[config.mk]
export PLATFORM = sky130hd
export DESIGN_NAME = timed_event_queue
export DESIGN_NICKNAME = d
export VERILOG_FILES = /design/src/teq_pkg.sv /design/src/teq_cell.sv /design/src/timed_event_queue.sv
export SDC_FILE = /design/constraint.sdc
export NUM_CORES = 2
export LEC_CHECK = 0
export ABC_AREA = 1
export BUFFER_PORTS_ARGS = -buffer_cell sky130_fd_sc_hd__buf_4
export CORE_UTILIZATION = 40
export DETAILED_ROUTE_END_ITERATION = 10
export SYNTH_ARGS = -nofsm -noshare
export SYNTH_HDL_FRONTEND = slang
export SYNTH_SLANG_ARGS = --single-unit
[constraint.sdc]
create_clock -name clk -period 4.2 [get_ports clk]
set_input_delay 0.42 -clock clk [delete_from_list [all_inputs] [get_ports clk]]
set_output_delay 0.42 -clock clk [all_outputs]
set_load 0.05 [all_outputs]
[src/teq_pkg.sv]
// ----------------------------------------------------------------------------
// Timed event queue package
// Shared codes, defaults and the link bundle passed between queue cells.
// ----------------------------------------------------------------------------
package teq_pkg;

  localparam int DEPTH_DEF     = 16;
  localparam int ID_BITS_DEF   = 8;
  localparam int TIME_BITS_DEF = 32;

  localparam int MODE_W   = 3;
  localparam int STATUS_W = 3;
  localparam int OP_W     = 3;

  // input modes
  localparam logic [MODE_W-1:0] MODE_ADD_AT     = 3'd0;
  localparam logic [MODE_W-1:0] MODE_ADD_AFTER  = 3'd1;
  localparam logic [MODE_W-1:0] MODE_CANCEL     = 3'd2;
  localparam logic [MODE_W-1:0] MODE_CANCEL_ALL = 3'd3;
  localparam logic [MODE_W-1:0] MODE_TICK       = 3'd4;

  // result status codes
  localparam logic [STATUS_W-1:0] STAT_FIRED     = 3'd0;
  localparam logic [STATUS_W-1:0] STAT_ADDED     = 3'd1;
  localparam logic [STATUS_W-1:0] STAT_CANCELLED = 3'd2;
  localparam logic [STATUS_W-1:0] STAT_NOT_FOUND = 3'd3;
  localparam logic [STATUS_W-1:0] STAT_FULL      = 3'd4;
  localparam logic [STATUS_W-1:0] STAT_DUPLICATE = 3'd5;
  localparam logic [STATUS_W-1:0] STAT_NONE      = 3'd6;

  // operations broadcast to every cell
  localparam logic [OP_W-1:0] OP_NOP    = 3'd0;
  localparam logic [OP_W-1:0] OP_PROBE  = 3'd1;
  localparam logic [OP_W-1:0] OP_INSERT = 3'd2;
  localparam logic [OP_W-1:0] OP_REMOVE = 3'd3;
  localparam logic [OP_W-1:0] OP_POP    = 3'd4;
  localparam logic [OP_W-1:0] OP_CLEAR  = 3'd5;

  // flags a cell hands to its right-hand neighbor; valid also goes to the left-hand one
  typedef struct packed {
    logic valid;  // cell holds an event
    logic gt;     // cell due time is later than the broadcast due time
    logic rem;    // the cancelled event sits in this cell or further left
  } link_t;

endpackage

[src/teq_cell.sv]
// ----------------------------------------------------------------------------
// Timed event queue cell
// One slot of the sorted row: holds an event and shifts with its neighbors.
// ----------------------------------------------------------------------------
module teq_cell #(
  parameter int ID_BITS   = teq_pkg::ID_BITS_DEF,
  parameter int TIME_BITS = teq_pkg::TIME_BITS_DEF
) (
  input  logic                     clk,
  input  logic                     rst,
  input  logic [teq_pkg::OP_W-1:0] op,
  input  logic [ID_BITS-1:0]       cmd_id,
  input  logic [TIME_BITS-1:0]     cmd_due,
  input  teq_pkg::link_t           left_link,
  input  logic [ID_BITS-1:0]       left_id,
  input  logic [TIME_BITS-1:0]     left_due,
  input  teq_pkg::link_t           right_link,
  input  logic [ID_BITS-1:0]       right_id,
  input  logic [TIME_BITS-1:0]     right_due,
  output teq_pkg::link_t           link,
  output logic [ID_BITS-1:0]       id,
  output logic [TIME_BITS-1:0]     due,
  output logic                     hit
);

  logic valid;
  logic gt_self;
  logic rem_here;
  logic take_left;
  logic take_new;
  logic take_right;

  assign gt_self  = valid && (due > cmd_due);
  assign rem_here = left_link.rem || hit;

  assign link.valid = valid;
  assign link.gt    = gt_self;
  assign link.rem   = rem_here;

  always_comb begin
    take_left  = 1'b0;
    take_new   = 1'b0;
    take_right = 1'b0;
    case (op)
      teq_pkg::OP_INSERT: begin
        // later events move right; the new one lands at the first later or empty slot
        if (!valid || gt_self) begin
          if (left_link.gt) begin
            take_left = 1'b1;
          end else if (left_link.valid) begin
            take_new = 1'b1;
          end
        end
      end
      teq_pkg::OP_REMOVE: take_right = rem_here;
      teq_pkg::OP_POP:    take_right = 1'b1;
      default: ;
    endcase
  end

  always_ff @(posedge clk) begin
    if (rst) begin
      valid <= 1'b0;
      hit   <= 1'b0;
    end else begin
      case (op)
        teq_pkg::OP_PROBE: hit <= valid && (id == cmd_id);
        teq_pkg::OP_CLEAR: begin
          valid <= 1'b0;
          hit   <= 1'b0;
        end
        teq_pkg::OP_REMOVE: hit <= 1'b0;
        default: ;
      endcase
      if (take_left || take_new) begin
        valid <= 1'b1;
      end else if (take_right) begin
        valid <= right_link.valid;
      end
    end
  end

  always_ff @(posedge clk) begin
    if (take_left) begin
      id  <= left_id;
      due <= left_due;
    end else if (take_new) begin
      id  <= cmd_id;
      due <= cmd_due;
    end else if (take_right) begin
      id  <= right_id;
      due <= right_due;
    end
  end

endmodule

[src/timed_event_queue.sv]
// ----------------------------------------------------------------------------
// Timed event queue
// Sorted row of pending events with a saturating time counter and ticks.
// ----------------------------------------------------------------------------
//
//  port group | direction | tdata                  | tuser  | tlast
//  s_*        | in        | event_id, time_value   | mode   | -
//  m_*        | out       | event_id_res, due_time | status | last
//
// Add, cancel and cancel-all pass through an accept step (id compare in every
// cell, delay sum) and a commit step (at most one shift or a clear of the row,
// result written). A tick gives at least one result after its accept; each
// fired event pops the head cell, so the whole row moves left once per cycle.
// Reset empties the row at once through the per-cell valid flops.
// A stalled output holds the commit or pop until the result register frees.
//
module timed_event_queue #(
  parameter int DEPTH     = teq_pkg::DEPTH_DEF,
  parameter int ID_BITS   = teq_pkg::ID_BITS_DEF,
  parameter int TIME_BITS = teq_pkg::TIME_BITS_DEF,
  localparam int DATA_W   = ((ID_BITS + TIME_BITS + 7) / 8) * 8
) (
  input  logic                         clk,
  input  logic                         rst,
  input  logic                         s_tvalid,
  output logic                         s_tready,
  input  logic [DATA_W-1:0]            s_tdata,   // event_id, time_value, zero pad
  input  logic [teq_pkg::MODE_W-1:0]   s_tuser,   // mode
  output logic                         m_tvalid,
  input  logic                         m_tready,
  output logic [DATA_W-1:0]            m_tdata,   // event_id_res, due_time, zero pad
  output logic [teq_pkg::STATUS_W-1:0] m_tuser,   // status
  output logic                         m_tlast
);

  localparam logic [1:0] ST_IDLE = 2'd0;
  localparam logic [1:0] ST_EVAL = 2'd1;
  localparam logic [1:0] ST_TICK = 2'd2;

  localparam logic [TIME_BITS-1:0] TIME_MAX = '1;

  logic [1:0]                   state;
  logic [1:0]                   state_next;
  logic [teq_pkg::MODE_W-1:0]   mode_q;
  logic [ID_BITS-1:0]           id_q;
  logic [TIME_BITS-1:0]         due_q;
  logic [TIME_BITS-1:0]         cur_time;

  logic [ID_BITS-1:0]           in_id;
  logic [TIME_BITS-1:0]         in_time;
  logic [TIME_BITS:0]           delay_sum;
  logic [TIME_BITS-1:0]         due_req;
  logic                         in_accept;
  logic                         out_free;

  logic [teq_pkg::OP_W-1:0]     cell_op;
  logic [ID_BITS-1:0]           cmd_id;
  teq_pkg::link_t               links [DEPTH];
  logic [ID_BITS-1:0]           cell_id [DEPTH];
  logic [TIME_BITS-1:0]         cell_due [DEPTH];
  logic [DEPTH-1:0]             cell_hit;
  logic [DEPTH-1:0]             cell_valid;

  logic                         hit_any;
  logic [TIME_BITS-1:0]         hit_due;
  logic                         full;
  logic                         head_due;
  logic                         second_due;

  logic                         out_load;
  logic [teq_pkg::STATUS_W-1:0] out_status;
  logic [ID_BITS-1:0]           out_id;
  logic [TIME_BITS-1:0]         out_due;
  logic                         out_last;

  assign in_id     = s_tdata[ID_BITS-1:0];
  assign in_time   = s_tdata[ID_BITS +: TIME_BITS];
  assign s_tready  = (state == ST_IDLE);
  assign in_accept = s_tvalid && s_tready;
  assign out_free  = !m_tvalid || m_tready;

  assign delay_sum = {1'b0, cur_time} + {1'b0, in_time};
  assign due_req   = (s_tuser == teq_pkg::MODE_ADD_AFTER)
                   ? (delay_sum[TIME_BITS] ? TIME_MAX : delay_sum[TIME_BITS-1:0])
                   : in_time;

  // ---------------------------------------------------------------- cell row
  for (genvar i = 0; i < DEPTH; i++) begin : g_cell
    teq_pkg::link_t        left_link;
    logic [ID_BITS-1:0]    left_id;
    logic [TIME_BITS-1:0]  left_due;
    teq_pkg::link_t        right_link;
    logic [ID_BITS-1:0]    right_id;
    logic [TIME_BITS-1:0]  right_due;

    if (i == 0) begin : g_head
      assign left_link = '{valid: 1'b1, gt: 1'b0, rem: 1'b0};
      assign left_id   = '0;
      assign left_due  = '0;
    end else begin : g_body
      assign left_link = links[i-1];
      assign left_id   = cell_id[i-1];
      assign left_due  = cell_due[i-1];
    end

    if (i == DEPTH - 1) begin : g_tail
      assign right_link = '{valid: 1'b0, gt: 1'b0, rem: 1'b0};
      assign right_id   = '0;
      assign right_due  = '0;
    end else begin : g_inner
      assign right_link = links[i+1];
      assign right_id   = cell_id[i+1];
      assign right_due  = cell_due[i+1];
    end

    teq_cell #(
      .ID_BITS   (ID_BITS),
      .TIME_BITS (TIME_BITS)
    ) u_cell (
      .clk        (clk),
      .rst        (rst),
      .op         (cell_op),
      .cmd_id     (cmd_id),
      .cmd_due    (due_q),
      .left_link  (left_link),
      .left_id    (left_id),
      .left_due   (left_due),
      .right_link (right_link),
      .right_id   (right_id),
      .right_due  (right_due),
      .link       (links[i]),
      .id         (cell_id[i]),
      .due        (cell_due[i]),
      .hit        (cell_hit[i])
    );

    assign cell_valid[i] = links[i].valid;
  end

  always_comb begin
    hit_due = '0;
    for (int i = 0; i < DEPTH; i++) begin
      hit_due = hit_due | (cell_hit[i] ? cell_due[i] : '0);
    end
  end

  assign hit_any    = |cell_hit;
  assign full       = cell_valid[DEPTH-1];
  assign head_due   = cell_valid[0] && (cell_due[0] <= cur_time);
  assign second_due = cell_valid[1] && (cell_due[1] <= cur_time);

  // ---------------------------------------------------------------- control
  always_comb begin
    state_next = state;
    cell_op    = teq_pkg::OP_NOP;
    cmd_id     = id_q;
    out_load   = 1'b0;
    out_status = teq_pkg::STAT_NONE;
    out_id     = '0;
    out_due    = '0;
    out_last   = 1'b1;
    case (state)
      ST_IDLE: begin
        if (in_accept) begin
          cell_op = teq_pkg::OP_PROBE;
          cmd_id  = in_id;
          if (s_tuser == teq_pkg::MODE_TICK) begin
            state_next = ST_TICK;
          end else if (s_tuser inside {teq_pkg::MODE_ADD_AT, teq_pkg::MODE_ADD_AFTER,
                                       teq_pkg::MODE_CANCEL, teq_pkg::MODE_CANCEL_ALL}) begin
            state_next = ST_EVAL;
          end
        end
      end
      ST_EVAL: begin
        if (out_free) begin
          out_load   = 1'b1;
          state_next = ST_IDLE;
          out_id     = id_q;
          case (mode_q)
            teq_pkg::MODE_CANCEL: begin
              if (hit_any) begin
                cell_op    = teq_pkg::OP_REMOVE;
                out_status = teq_pkg::STAT_CANCELLED;
                out_due    = hit_due;
              end else begin
                out_status = teq_pkg::STAT_NOT_FOUND;
              end
            end
            teq_pkg::MODE_CANCEL_ALL: begin
              cell_op    = teq_pkg::OP_CLEAR;
              out_status = teq_pkg::STAT_NONE;
              out_id     = '0;
            end
            default: begin
              // duplicate wins over full
              if (hit_any) begin
                out_status = teq_pkg::STAT_DUPLICATE;
                out_due    = hit_due;
              end else if (full) begin
                out_status = teq_pkg::STAT_FULL;
                out_due    = due_q;
              end else begin
                cell_op    = teq_pkg::OP_INSERT;
                out_status = teq_pkg::STAT_ADDED;
                out_due    = due_q;
              end
            end
          endcase
        end
      end
      ST_TICK: begin
        if (out_free) begin
          out_load = 1'b1;
          if (head_due) begin
            cell_op    = teq_pkg::OP_POP;
            out_status = teq_pkg::STAT_FIRED;
            out_id     = cell_id[0];
            out_due    = cell_due[0];
            out_last   = !second_due;
          end
          if (!head_due || !second_due) begin
            state_next = ST_IDLE;
          end
        end
      end
      default: state_next = ST_IDLE;
    endcase
  end

  always_ff @(posedge clk) begin
    if (rst) begin
      state    <= ST_IDLE;
      cur_time <= '0;
      m_tvalid <= 1'b0;
    end else begin
      state <= state_next;
      if (in_accept && (s_tuser == teq_pkg::MODE_TICK) && (cur_time != TIME_MAX)) begin
        cur_time <= cur_time + 1'b1;
      end
      if (out_load) begin
        m_tvalid <= 1'b1;
      end else if (m_tready) begin
        m_tvalid <= 1'b0;
      end
    end
  end

  always_ff @(posedge clk) begin
    if (in_accept) begin
      mode_q <= s_tuser;
      id_q   <= in_id;
      due_q  <= due_req;
    end
    if (out_load) begin
      m_tuser <= out_status;
      m_tdata <= DATA_W'({out_due, out_id});
      m_tlast <= out_last;
    end
  end

`ifndef SYNTHESIS
  // valid cells always form an unbroken run from the head
  a_row_packed: assert property (@(posedge clk) disable iff (rst)
    (cell_valid & (cell_valid + 1'b1)) == '0)
    else $error("queue row has a gap");

  // identifiers stay unique, so a probe hits at most one cell
  a_single_hit: assert property (@(posedge clk) disable iff (rst)
    $onehot0(cell_hit))
    else $error("more than one cell matched");

  // time never runs backwards
  a_time_mono: assert property (@(posedge clk) disable iff (rst)
    1'b1 |=> (cur_time >= $past(cur_time)))
    else $error("time counter went backwards");
`endif

endmodule

After elaboration in Yosys (flattened, before gate mapping)
Cells that the tools add are included.

operators by class
  add/sub/neg operators = 2
  magnitude comparators = 18
  equality and inequality tests = 35
  muxes and demuxes = 326
  bitwise operators = 15
  reduce and logical (&&, ||, !) cells = 146

operators by type and width
  kind                                                                    count
  32-bit 2-to-1 mux                                                       70
  32-bit > comparator                                                     16
  32-bit OR                                                               15
  8-bit 2-to-1 mux                                                        53
  1-bit 2-to-1 mux                                                        146
  8-bit equality test                                                     16
  32-bit one-hot mux with 2 select lines                                  2
  3-bit nonzero test                                                      31
  32-bit <= comparator                                                    2
  1-bit one-hot mux with 2 select lines                                   32
  1-bit logical OR                                                        48
  1-bit logical AND                                                       37
  32-bit by 32-bit adder with 33-bit output                               1
  32-bit by 1-bit adder with 32-bit output (second input constant)        1
  32-bit inequality test (second input constant)                          1
  3-bit 2-to-1 mux                                                        8
  1-bit zero test                                                         19
  3-bit by 2-bit equality test with 1-bit output (second input constant)  6
  2-bit 2-to-1 mux                                                        9
  3-bit one-hot mux with 2 select lines                                   3
  8-bit one-hot mux with 2 select lines                                   1
  16-bit OR reduction                                                     1
  3-bit equality test (second input constant)                             3
  3-bit one-hot mux with 3 select lines                                   1
  14 further kinds                                                        20

storage, ports and cells
  register bits = 794
  input port bits = 47
  output and inout port bits = 46
  logic and storage cells = 615

Logic depth before layout (Yosys ltp)
  depth after elaboration = 20
  mapped depth = 27
  gate-level depth less buffers = 24

By module
Synthesis repeated with hierarchy kept, for this count alone.

second synthesis, totals
  cell total of the unflattened synthesis = 9949
  area, all modules = 69359.0 um^2

by module, submodules not included
  module             instances  cells each  area an instance (um^2)  seq. area each (um^2)
  teq_cell           16         506         3532.1                   1241.2
  timed_event_queue  1          1853        12844.8                  3233.1

Worst setup path after synthesis
OpenSTA, ideal clock, no wires.

  kind = register to register
  start point = register due_q[23]
  end point = register g_cell[5].u_cell.due[0], enable pin
  setup time = 0.640 ns
  data arrival time = 3.497 ns
  data required time = 3.560 ns
  slack = 0.063 ns
  stages on the path, launching flop included = 12
  path buffers = 1
  clock period less this slack = 4.137 ns
  cells stage by stage = edfxtp_1 -> inv_1 -> clkbuf_1 -> ha_1 -> nand3_1 -> or3_1 -> nor3b_1 -> inv_1 -> o21ai_1 -> nand2_1 -> nand4_1 -> nand3_1

between the ends
  longest elaborated chain between the ends = 6
  elaborated cells on any way between the ends = 12
  classes of those cells = 2 x order compare; 6 x mux; 4 x reduce/logical

RTL lines
  item                                                  line                            RTL
  start: declaration                                    timed_event_queue.sv:46         logic [TIME_BITS-1:0] due_q;
  start signal: assignment                              timed_event_queue.sv:253        due_q <= due_req;
  32-bit > comparator                                   teq_cell.sv:33                  assign gt_self = valid && (due > cmd_due);
  1-bit logical AND                                     teq_cell.sv:33
  1-bit 2-to-1 mux or 1-bit logical OR (tied branches)  teq_cell.sv:48, teq_cell.sv:47
  1-bit 2-to-1 mux                                      teq_cell.sv:47                  if (!valid || gt_self) begin
  1-bit 2-to-1 mux                                      teq_cell.sv:44                  case (op)
  3-bit nonzero test (no source line) (*)               n/a
  end signal: assignment                                teq_cell.sv:86                  due <= left_due;
  end signal: assignment                                teq_cell.sv:89                  due <= cmd_due;
  end signal: assignment                                teq_cell.sv:92                  due <= right_due;
  end: declaration                                      teq_cell.sv:22                  output logic [TIME_BITS-1:0] due,

Mark *: on every way between the ends. The rest lies on a longest branch, timed or not.
A chain may end at the register's enable or synchronous reset.

Worst setup path in the final report
  start point = register cur_time[18]
  end point = register g_cell[15].u_cell.due[22], enable pin

between the ends
  longest elaborated chain between the ends = 8
  elaborated cells on any way between the ends = 12
  classes of those cells = 1 x order compare; 3 x eq/ne; 6 x mux; 2 x reduce/logical

RTL lines
  item                                                                                   line                      RTL
  start: declaration                                                                     timed_event_queue.sv:47   logic [TIME_BITS-1:0] cur_time;
  start signal: assignment                                                               timed_event_queue.sv:239  cur_time <= cur_time + 1'b1;
  32-bit <= comparator (*)                                                               timed_event_queue.sv:149  assign head_due = cell_valid[0] && (cell_due[0] <= cur_time);
  1-bit logical AND (*)                                                                  timed_event_queue.sv:149
  3-bit 2-to-1 mux (*)                                                                   timed_event_queue.sv:215  if (head_due) begin
  3-bit 2-to-1 mux (*)                                                                   timed_event_queue.sv:213  if (out_free) begin
  3-bit one-hot mux with 3 select lines (*)                                              timed_event_queue.sv:162  case (state)
  3-bit equality test or 3-bit by 2-bit equality test with 1-bit output (tied branches)  teq_cell.sv:44
  1-bit one-hot mux with 2 select lines or 1-bit 2-to-1 mux (tied branches)              teq_cell.sv:44
  3-bit nonzero test (no source line) (*)                                                n/a
  end signal: assignment                                                                 teq_cell.sv:86
  end signal: assignment                                                                 teq_cell.sv:89
  end signal: assignment                                                                 teq_cell.sv:92
  end: declaration                                                                       teq_cell.sv:22

Marks and branches as above.

==> summary.txt <==
Outcome
  • Status: complete, no violations

Pwr
  • Sequential fraction of design power: 43.2%
  • Cell-internal power: 14700 uW
  • Clock Power Share: approximately two fifths
  • Net Sw Frac: 30.0%
  • Switching power total: 6320 uW
  • Comb pwr share: 17.0%
  • Max IR drop VDD: 0.314 mV
  • Pwr dens: 312 nW/um^2
  • Leakage power: 0.0290 uW

Die
  • Ports: 93
  • Die ar.: 149000 sq um
  • Core area: between 100000 and 150000 sq um
  • Die Height: approximately 390 um
  • Die X-Extent: 386 um
  • Row cnt: 140
  • Initial Utilization: 40.4%

Global routing
  • First-pass GRT wire length: 349 mm
  • Grt ovf: 0
  • Initial antenna violation count: 0
  • Pin count of the biggest net entering global routing: 81
  • Vias in the first global route: around 53000
  • Total track usage: 31.1%

Synthesis
  • Simple logic cell fraction of the synthesized area: 26.1%
  • Post-synthesis mux area share: 0%
  • Syn_area_per_cell: 7.82 sq um
  • Main synth FF type: edfxtp_1
  • Syn_nets: 8180
  • Yosys top cell by area: edfxtp_1
  • Syn Inst Count: 7551
  • YS warnings: 0
  • Asr flop ratio synth: 0%
  • Synth Area in XOR/XNOR: 1.39%
  • Share of the synthesized area in the top cell type: 36.5%
  • Largest cells by area after synthesis: edfxtp_1, nand2_1, ha_1
  • Adder-cell share of the synthesized area: 12.3%
  • Cell area after synthesis: 59100 sq um
  • Library cells used by synthesis: 65
  • Compound-Gate Fraction of Synth Area: 15.3%
  • EDFF count, synth: 719
  • Post-synth top cells: nand2_1, edfxtp_1, ha_1
  • Sequential fraction of the synthesis area: between 30% and 40%
  • Most common cell in the synthesized netlist: nand2_1
  • Largest family of logic cells by synthesized area: simple AND/OR/NAND/NOR gates
  • Seq cells post-synth: between 700 and 800

Drt
  • DR WL/cell: 24.2 um
  • Total wire length: 235 mm
  • DR vias: 56400
  • First-iteration detailed-routing DRC count: between 6000 and 7000
  • DRC Markers: 0
  • Via density: 5.81
  • Drt first pass iters: 6
  • Routed Antenna Nets: 0

Worst setup path
  • Worst r2r path cells: 19
  • FF-to-FF Start: cur_time[18]$_SDFFE_PP0P_
  • Crit path from: cur_time[18]$_SDFFE_PP0P_
  • CP Launch Type: register
  • CP required: 4600 ps
  • Crit. End Element: register
  • Arrival time at the worst endpoint: 4410 ps
  • Critical path class: reg2reg
  • CP max FO: 35

Clock tree
  • Skew-Pair Late Insertion Delay: 720 ps
  • CTS Buffer Depth: 3
  • Root Driver: clkbuf_16
  • Num CTS Buffers: 97
  • Clock sinks: 794
  • # H-tree levels: 3
  • Clock slew at reported path FFs: about 60 ps
  • CTS tree: yes

STA
  • Setup violators final: 0
  • FMAX: approximately 250 MHz
  • Final hold violation count: 0
  • Worst-margin pin slew: 1050 ps
  • RSZ-0062 raised after global routing: no
  • Worst setup margin: 191 ps
  • Slew margin rel.: 29.6%
  • Max-slew violations: 0
  • Final setup TNS: 0 ps
  • Clock Skew: roughly 28 ps
  • Period minus WS final: 4010 ps
  • Final period utilization: 95.5%

Layout
  • FF/Latch Area: 23100 sq um
  • Share of cells above drive strength 1: 9.67%
  • Area added between synthesis and finish: 14.2%
  • Nets: between 8000 and 9000
  • Fillers: 14600
  • Multi-input logic area: 32800 sq um
  • Final std cells w/o fill: just under 10000

Hold path
  • Hold depth: 2
  • Hold Path Origin: s_tdata[31]
  • Hold Path Class: in2reg

Flow run
  • Max cap viols: 0

Place
  • Routability cong.: between 0.9 and 1
  • Post-DP HPWL: 182 mm
  • PortBufs: between 90 and 100
  • Pre-CTS WS: 221 ps
  • Placed cell count: roughly 9500
stage by stage:
| stage | instance area [sq um] | util, % | power (uW) | hold WS, ps |
|---|---|---|---|---|
| finish | 67400 | 46.2 | 21100 | 37.9 |
| global route | 67400 | 46.2 | 21800 | 33.9 |
| CTS | 67400 | 46.2 | 21100 | 5.46 |
| detailed placement | 64300 | 44.0 | 12700 | 497 |
| global placement | 64300 | 44.0 | 12700 | 496 |
| floorplan | 59100 | - | 11200 | 458 |
path summary, 6_finish.rpt:
check | to | slack (ps)
worst max register to register | g_cell[15].u_cell.due[22]$_DFFE_PP_ | 190
worst min-delay path | due_q[23]$_DFFE_PP_ | 40
worst max-delay path | g_cell[15].u_cell.due[22]$_DFFE_PP_ | 190
worst min register to register | state[1]$_SDFFE_PP0P_ | 500
placed cells by master, fill, tap and decap left out, drive strengths merged, types with 39 or more instances in the layout:
cell type and n:
nand2 2772, edfxtp 719, o21ai 635, ha 581
a21oi 474, buf 453, inv 385, nor2 337
nand3 315, o211ai 150, nor3 139, clkbuf 133
nand4 127, dfxtp 75, a221oi 52, xnor2 49
o21a 47, xor2 45, nor4 40, clkinv 39
metal layers:
layer,up-vias,GRT usage (%),wire length [um]
li1,26600,-,-
met5,-,0,0
met2,2775,46.5,100000
met4,0,11.9,9170
met3,366,6.04,23800
met1,26700,44.1,101000
worst max-delay path, cell delays in order (launching register included):
cell	delay, ps
dfxtp_1	470
inv_1	190
ha_1	320
nand2_1	60
inv_1	50
nand2_1	70
nand2_1	50
nand2_1	60
nand3_1	150
a21oi_1	170
buf_4	150
nand2_1	120
nand2_1	100
nand4_1	240
nand2_1	180
buf_4	180
nand4_1	270
buf_12	290
nand3_2	260
buf_12	260
power groups by stage:
| stage | Clock [uW] | Combinational [uW] | Sequential (uW) |
|---|---|---|---|
| 2_1_floorplan | 0 | 1920 | 9300 |
| 3_3_place_gp | 0 | 3440 | 9240 |
| 3_5_place_dp | 0 | 3500 | 9250 |
| 4_1_cts | 8470 | 3530 | 9080 |
| 5_1_grt | 8740 | 3900 | 9110 |
| 6_report | 8390 | 3590 | 9090 |
sequential cells by signal, summed over array words and instances (netlist names), 2 cells and up:
register,cells
g_cell.u_cell.due,512
g_cell.u_cell.id,128
m_tdata,40
cur_time,32
due_q,32
g_cell.u_cell.hit,16
g_cell.u_cell.valid,16
id_q,8
m_tuser,3
mode_q,3
state,2
repair_timing:
item                       CTS  global route
buffers inserted             0             0
hold endpoints to repair    13             0
setup endpoints to repair    0           137
resized for setup            0             1
hold buffers                13             0
layout make-up:
| cell class | count | share of cell area, % |
|---|---|---|
| Multi-Input combinational cell | 5966 | 48.7 |
| Sequential cell | 794 | 34.2 |
| Timing Repair Buffer | 466 | 6.83 |
| Clock buffer | 133 | 4.06 |
| Tap cell | 1917 | 3.56 |
| Inverter | 386 | 2.15 |
| Clock inverter | 43 | 0.453 |
| Antenna cell | 1 | 0.00371 |
cells by family after synthesis:
family	Yosys count
buf+inv	791
simple gates	3759
flops	794
xor+xnor	94
compound gates	1531
fa+ha+maj	582
No activity file was read; power rests on OpenSTA's default activity.
